### config.mk
export PLATFORM = sky130hd
export DESIGN_NAME = rgc_blend
export DESIGN_NICKNAME = d
export VERILOG_FILES = /design/src/rtl/rgc_pkg.sv /design/src/rtl/rgc_blend.sv
export SDC_FILE = /design/constraint.sdc
export NUM_CORES = 2
export LEC_CHECK = 0
export ABC_AREA = 0
export BUFFER_PORTS_ARGS = -buffer_cell sky130_fd_sc_hd__buf_4
export CORE_ASPECT_RATIO = 1.75
export CORE_MARGIN = 4
export CORE_UTILIZATION = 64
export CTS_CLUSTER_DIAMETER = 80
export DETAILED_ROUTE_END_ITERATION = 8
export PLACE_DENSITY_LB_ADDON = 0.15
export SYNTH_ARGS = -nofsm -noshare
export SYNTH_HDL_FRONTEND = slang
export SYNTH_SLANG_ARGS = --single-unit
### constraint.sdc
create_clock -name clk -period 26 [get_ports clk]
set_clock_uncertainty 0.1 [all_clocks]
set_input_delay 7.8 -clock clk [delete_from_list [all_inputs] [get_ports clk]]
set_output_delay 7.8 -clock clk [all_outputs]
set_load 0.02 [all_outputs]
### src/rtl/rgc_pkg.sv
// rgc_pkg: shared types and constants of the rgb565 gradient color unit
// depends on nothing; used by rgc_blend and rgb565_gradient_color_unit
package rgc_pkg;

  localparam int LINES   = 128;
  localparam int LINE_W  = $clog2(LINES);
  localparam int DUR_W   = 16;
  localparam int COLOR_W = 16;
  localparam int IN_LINE_W = 10;

  // line * duration and its exact division by LINES - 1
  localparam int MIX_D   = LINES - 1;
  localparam int MIX_K   = LINE_W + DUR_W;
  localparam int MIX_M_W = MIX_K + 1;
  localparam logic [MIX_M_W-1:0] MIX_M = MIX_M_W'((64'd1 << MIX_K) / MIX_D);

  // blend pipeline: products, sum, three stages of two quotient bits
  localparam int BLEND_LAT = 5;
  localparam int LANE_W    = 6;
  localparam int NUM_W     = LANE_W + DUR_W;

  localparam logic [DUR_W-1:0]   DURATION_RST = 16'd4000;
  localparam logic [COLOR_W-1:0] TOP_RST      = 16'h39E7;
  localparam logic [COLOR_W-1:0] BOTTOM_RST   = 16'h0842;
  localparam logic [COLOR_W-1:0] START_RST    = 16'hFFFF;

  typedef enum logic [1:0] {
    REG_DURATION = 2'd0,
    REG_TOP      = 2'd1,
    REG_BOTTOM   = 2'd2,
    REG_START    = 2'd3
  } rgc_reg_t;

  typedef struct packed {
    logic [COLOR_W-1:0] from_color;
    logic [COLOR_W-1:0] to_color;
    logic [DUR_W-1:0]   step;
  } rgc_blend_req_t;

endpackage

### src/rtl/rgc_blend.sv
// rgc_blend: pipelined rgb565 blend, per-channel multiply, sum and restoring divide
// depends on rgc_pkg; step must already be clamped to den
module rgc_blend (
  input  logic                         clk,
  input  logic                         rst_n,
  input  logic                         en,
  input  logic                         in_valid,
  input  rgc_pkg::rgc_blend_req_t      in_req,
  input  logic [rgc_pkg::DUR_W-1:0]    den,
  output logic                         out_valid,
  output logic [rgc_pkg::COLOR_W-1:0]  out_color
);

  localparam int NW  = rgc_pkg::NUM_W;
  localparam int LW  = rgc_pkg::LANE_W;
  localparam int LAT = rgc_pkg::BLEND_LAT;

  logic [LAT-1:0] v_r;

  logic [LW-1:0]   lane_from [0:2];
  logic [LW-1:0]   lane_to   [0:2];
  logic [rgc_pkg::DUR_W-1:0] dmin;

  logic [NW-1:0] pf_r  [0:2];
  logic [NW-1:0] pt_r  [0:2];
  logic [NW-1:0] num_r [0:2];

  logic [NW-1:0] rem_src [0:2][0:2];
  logic [LW-1:0] quo_src [0:2][0:2];
  logic [NW-1:0] rem_nxt [0:2][0:2];
  logic [LW-1:0] quo_nxt [0:2][0:2];
  logic [NW-1:0] rem_r   [0:2][0:2];
  logic [LW-1:0] quo_r   [0:2][0:2];

  always_comb begin
    lane_from[0] = {1'b0, in_req.from_color[15:11]};
    lane_from[1] = in_req.from_color[10:5];
    lane_from[2] = {1'b0, in_req.from_color[4:0]};
    lane_to[0]   = {1'b0, in_req.to_color[15:11]};
    lane_to[1]   = in_req.to_color[10:5];
    lane_to[2]   = {1'b0, in_req.to_color[4:0]};
    dmin         = den - in_req.step;
  end

  always_ff @(posedge clk) begin
    if (!rst_n) begin
      v_r <= '0;
    end else if (en) begin
      v_r <= {v_r[LAT-2:0], in_valid};
    end
  end

  // products and sum
  always_ff @(posedge clk) begin
    if (en) begin
      for (int l = 0; l < 3; l++) begin
        pf_r[l]  <= NW'(lane_from[l]) * NW'(dmin);
        pt_r[l]  <= NW'(lane_to[l]) * NW'(in_req.step);
        num_r[l] <= pf_r[l] + pt_r[l];
      end
    end
  end

  // two quotient bits per stage, quotient always below 64
  for (genvar gs = 0; gs < 3; gs++) begin : g_div
    for (genvar gl = 0; gl < 3; gl++) begin : g_lane
      if (gs == 0) begin : g_first
        assign rem_src[gs][gl] = num_r[gl];
        assign quo_src[gs][gl] = '0;
      end else begin : g_next
        assign rem_src[gs][gl] = rem_r[gs-1][gl];
        assign quo_src[gs][gl] = quo_r[gs-1][gl];
      end

      always_comb begin
        logic [NW-1:0] rem_v;
        logic [NW-1:0] sub_v;
        logic [LW-1:0] q_v;
        rem_v = rem_src[gs][gl];
        q_v   = quo_src[gs][gl];
        for (int b = 0; b < 2; b++) begin
          sub_v = NW'(den) << (LW - 1 - 2 * gs - b);
          if (rem_v >= sub_v) begin
            rem_v = rem_v - sub_v;
            q_v[LW - 1 - 2 * gs - b] = 1'b1;
          end
        end
        rem_nxt[gs][gl] = rem_v;
        quo_nxt[gs][gl] = q_v;
      end

      always_ff @(posedge clk) begin
        if (en) begin
          rem_r[gs][gl] <= rem_nxt[gs][gl];
          quo_r[gs][gl] <= quo_nxt[gs][gl];
        end
      end
    end
  end

  assign out_valid = v_r[LAT-1];
  assign out_color = {quo_r[2][0][4:0], quo_r[2][1][5:0], quo_r[2][2][4:0]};

`ifndef NO_ASSERTIONS
  a_rem_below_den: assert property (@(posedge clk) disable iff (!rst_n)
    (v_r[LAT-1] && den != '0) |-> (rem_r[2][0] < NW'(den) && rem_r[2][1] < NW'(den)
      && rem_r[2][2] < NW'(den)))
    else $error("blend remainder not below divisor");

  a_five_bit_lanes: assert property (@(posedge clk) disable iff (!rst_n)
    (v_r[LAT-1] && den != '0) |-> (!quo_r[2][0][LW-1] && !quo_r[2][2][LW-1]))
    else $error("red or blue quotient overflows five bits");
`endif

endmodule

==> flow_results.org <==
** Status
- Result of the run :: completed

** Floorplan
- Pin placement for this block handled 85 I/O pins.
- Standard cell core area :: 0.06880 sq mm
- From left edge to right edge, the die measures 207.5 um.
- Site Rows :: 127
- The die covers 0.07410 sq mm.
- Die height :: 357.1 um
- The initial utilization of the core area, before any placement, comes to 64.78%.

** Synth
- In the synthesized netlist, the number of instances is 4,831.
- In this run, synthesis produced a sequential element count of 361.
- Average size of a mapped cell :: 9.226 sq um
- Yosys warning total :: 0
- Distinct cell type count after synthesis :: 84
- Nets in the synthesized netlist :: 5,742
- Post-synthesis sequential area ratio :: 24.21%
- The synthesized netlist occupies a cell area of 0.04457 sq mm.
- Of all flip-flops after synthesis, the portion carrying an async set or reset was 0%.
- Among all flip-flop cells after synthesis, the most frequent one is sky130_fd_sc_hd__edfxtp_1.
- Counting flops with a built-in enable in the synthesized netlist gives 356.

** Setup path
- Arrival time worst endpoint :: 14,500 ps
- For the worst setup path, the data required time is 26,200 ps.
- In this run the worst path has a maximum fanout of 19.
- The worst setup path is captured at a flop.
- The worst setup path is launched from an input port.
- The critical path in this run is classified as in2reg.

** CTS
- H-Tree Depth :: 2
- Post-cts gate resize count :: 0
- Maximum buffer depth of the clock tree :: 3
- Postcts setup bufs :: 0
- Clock network latency to the later pin of the worst-skew pair :: 550 ps
- TritonCTS buffer count :: 36
- TritonCTS clock tree :: yes
- CTS placed an instance of sky130_fd_sc_hd__clkbuf_16 at the clock tree root.
- After clock tree synthesis, the clock-pin slew on the worst setup and hold paths is 70 ps.
- Hold buffers post-CTS :: 0
- The clock drives 361 sinks.

** Drt
- The detailed router finished its first iteration with 1,747 violations.
- Via count :: 34,760
- Total iterations of the first detailed-routing run :: 5
- Average wire per standard cell :: 17.42 um
- Detailed-route wire length :: 101,300 um
- After detailed routing, the number of remaining DRC violations is 0.
- Vias per Instance :: 5.974
- The count of nets left with antenna violations once routing finished came out at 0.

** Placement
- At the placement stage, the worst setup path has a slack of 11,190 ps.
- In this run the tool buffered the top-level ports with 84 buffer cells.
- The wire-length estimate of the detail-placed layout is 80,940 um.
- Final estimated routing congestion in global placement :: 0.9280
- Summing all placed instances gives a cell area of 0.04627 sq mm.

** Timing
- Count of final max-slew check failures :: 0
- Final min period :: 14,300 ps
- Setup violations remaining at the end of the flow were counted as 0.
- Hold Fails Final Rpt :: 0
- Based on the critical path, the design can be clocked at up to 0.06993 GHz.
- Unrepaired setup endpoints after global routing :: false
- Period Utilization, post-route :: 55.00%
- Slew headroom :: 32.94%
- In the post-route analysis, the smallest setup slack over all paths is 11,700 ps.
- Final-layout setup total negative slack :: 0 ps
- Actual slew at the worst max-slew pin :: 1006 ps

** Min path
- Worst min-delay path class :: reg2reg

** GRT
- The number of antenna violations at the first check in global routing came to 0.
- Overall overflow remaining after global route :: 0
- GR Util All Layers :: 27.47%
- The number of global-route vias before repair was 35,560.
- The first global-routing pass estimated 169,700 um of wire.
- Largest net degree at the start of global routing :: 88

** Final layout
- 0 antenna diodes ended up in the layout.
- For this run, the post-layout net count is 5,801.
- Cells with a size suffix above 1 make up 7.080% of the layout.
- Area growth syn-to-layout :: 6.501%
- Summing all non-filler instances in the final layout gives an area of 0.04747 sq mm.

** Job
- Max-cap violations in this run came to 0.
cells in the final DEF, fill, tap and decap left out, types with 12 or more instances in the layout:
cell	count
sky130_fd_sc_hd__inv_1	460
sky130_fd_sc_hd__clkbuf_16	37
sky130_fd_sc_hd__a211o_1	12
sky130_fd_sc_hd__nand2b_1	57
sky130_fd_sc_hd__ha_1	542
sky130_fd_sc_hd__o21bai_1	55
sky130_fd_sc_hd__nor2_1	316
sky130_fd_sc_hd__nor4_1	16
sky130_fd_sc_hd__o31ai_1	22
sky130_fd_sc_hd__xor2_1	88
sky130_fd_sc_hd__and3_1	35
sky130_fd_sc_hd__or3_1	32
sky130_fd_sc_hd__nor3_1	94
sky130_fd_sc_hd__o21a_1	66
sky130_fd_sc_hd__nand4_1	47
sky130_fd_sc_hd__and2_1	272
sky130_fd_sc_hd__a31oi_1	23
sky130_fd_sc_hd__o31a_1	12
sky130_fd_sc_hd__xnor2_1	265
sky130_fd_sc_hd__o21ai_0	207
sky130_fd_sc_hd__o41ai_1	18
sky130_fd_sc_hd__mux2i_1	19
sky130_fd_sc_hd__or2_2	20
sky130_fd_sc_hd__a21o_1	115
sky130_fd_sc_hd__edfxtp_1	356
sky130_fd_sc_hd__a21oi_1	334
sky130_fd_sc_hd__a211oi_1	41
sky130_fd_sc_hd__o211ai_1	21
sky130_fd_sc_hd__nand2_1	447
sky130_fd_sc_hd__nand3_1	73
sky130_fd_sc_hd__buf_4	124
sky130_fd_sc_hd__fa_1	301
sky130_fd_sc_hd__nor2b_1	83
sky130_fd_sc_hd__mux2_2	107
logic make-up after synthesis:
kind of cell | count (synthesis) | synth area share (%)
adder cells (fa/ha/maj) | 843 | 28.73
XOR/XNOR | 353 | 6.936
buffers and inverters | 567 | 4.828
AO/OA/AOI/OAI | 1040 | 14.91
flip-flops | 361 | 24.21
multiplexers | 133 | 3.366
AND/OR/NAND/NOR | 1534 | 17.02
routing by layer:
layer  vias up  wire (um)  global-route usage, %
li1      17040          -                      -
met1     16690      39650                  31.21
met2       771      51390                  50.97
met3       247       3871                  2.545
met4         0       6415                  14.71
met5         -          0                      0
per-stage QoR:
| stage | std cells | util (%) | hold WS (ps) |
|---|---|---|---|
| global route | 5818 | 68.99 | 335.6 |
| finish | 5818 | 68.99 | 312.5 |
| CTS | 5818 | 68.99 | 315.2 |
| floorplan | 4831 | - | 300.3 |
| global placement | 5755 | 67.24 | 300.8 |
| detailed placement | 5755 | 67.24 | 305.4 |
worst paths after layout:
| path | slack, ps | from | to | depth (start not counted) |
|---|---|---|---|---|
| worst min register to register | 310 | quo_r[1][8]$_DFFE_PP_ | quo_r[2][8]$_DFFE_PP_ | 0 |
| worst max-delay path | 11700 | den[0] | pf_r[0][43]$_DFFE_PP_ | 26 |
| worst max register to register | 19350 | num_r[0][50]$_DFFE_PP_ | rem_r[0][7]$_DFFE_PP_ | 21 |
| worst min-delay path | 310 | quo_r[1][8]$_DFFE_PP_ | quo_r[2][8]$_DFFE_PP_ | 0 |
worst max-delay path, stage by stage:
cell                       delay (ps)
sky130_fd_sc_hd__buf_4            290
sky130_fd_sc_hd__inv_1            160
sky130_fd_sc_hd__ha_1             240
sky130_fd_sc_hd__fa_1             400
sky130_fd_sc_hd__nor2b_1          120
sky130_fd_sc_hd__o21ai_0           90
sky130_fd_sc_hd__a21boi_0         240
sky130_fd_sc_hd__o21ai_0          170
sky130_fd_sc_hd__nor2b_1          180
sky130_fd_sc_hd__xnor2_1          490
sky130_fd_sc_hd__and2_1           240
sky130_fd_sc_hd__fa_1             390
sky130_fd_sc_hd__inv_1             90
sky130_fd_sc_hd__fa_1             400
sky130_fd_sc_hd__fa_1             490
sky130_fd_sc_hd__inv_1             40
sky130_fd_sc_hd__ha_1             310
sky130_fd_sc_hd__a21oi_1          230
sky130_fd_sc_hd__nor2b_1           80
sky130_fd_sc_hd__o21a_1           190
sky130_fd_sc_hd__o41ai_1          540
sky130_fd_sc_hd__o211ai_1         260
sky130_fd_sc_hd__o41a_1           390
sky130_fd_sc_hd__a211o_1          310
sky130_fd_sc_hd__o31ai_1          240
sky130_fd_sc_hd__xnor2_1           90
cell type report:
cell class / instances / area [sq um]
Clock buffer: 40 / 937.1
Sequential cell: 361 / 10790
Tap cell: 903 / 1130
Clock inverter: 23 / 267.8
Inverter: 463 / 1738
Fill cell: 5476 / 21330
Multi-Input combinational cell: 3903 / 31660
Timing Repair Buffer: 125 / 945.9
state kept, by name (all words and copies together), names as in the netlist:
name and count:
pf_r 64, rem_r 132, quo_r 30, v_r 5, pt_r 64, num_r 66
Yosys cell counts, types with 12 or more instances:
cell	count	area [sq um]
sky130_fd_sc_hd__inv_1	461	1730
sky130_fd_sc_hd__edfxtp_1	356	10690
sky130_fd_sc_hd__o21a_1	66	495.5
sky130_fd_sc_hd__nand2b_1	57	356.6
sky130_fd_sc_hd__ha_1	542	6782
sky130_fd_sc_hd__clkbuf_1	95	356.6
sky130_fd_sc_hd__o41ai_1	18	157.7
sky130_fd_sc_hd__a211oi_1	41	307.8
sky130_fd_sc_hd__mux2_2	107	1205
sky130_fd_sc_hd__a31oi_1	23	143.9
sky130_fd_sc_hd__a21oi_1	335	1677
sky130_fd_sc_hd__xor2_1	88	770.7
sky130_fd_sc_hd__or3_1	32	200.2
sky130_fd_sc_hd__mux2i_1	19	190.2
sky130_fd_sc_hd__o211ai_1	21	157.7
sky130_fd_sc_hd__a21o_1	115	863.3
sky130_fd_sc_hd__nor3_1	94	470.5
sky130_fd_sc_hd__nor4_1	16	100.1
sky130_fd_sc_hd__fa_1	301	6026
sky130_fd_sc_hd__xnor2_1	265	2321
sky130_fd_sc_hd__o31ai_1	22	165.2
sky130_fd_sc_hd__o21ai_0	207	1036
sky130_fd_sc_hd__a211o_1	12	105.1
sky130_fd_sc_hd__nor2b_1	83	519.3
sky130_fd_sc_hd__nand3_1	73	365.4
sky130_fd_sc_hd__o31a_1	12	105.1
sky130_fd_sc_hd__and2_1	272	1702
sky130_fd_sc_hd__o21bai_1	55	412.9
sky130_fd_sc_hd__nand2_1	447	1678
sky130_fd_sc_hd__and3_1	35	219.0
sky130_fd_sc_hd__nor2_1	316	1186
sky130_fd_sc_hd__or2_2	20	125.1
sky130_fd_sc_hd__nand4_1	47	294.0
Power is not shown: default switching activity piles up to over one toggle a cycle in this logic, so the estimate is an artifact.
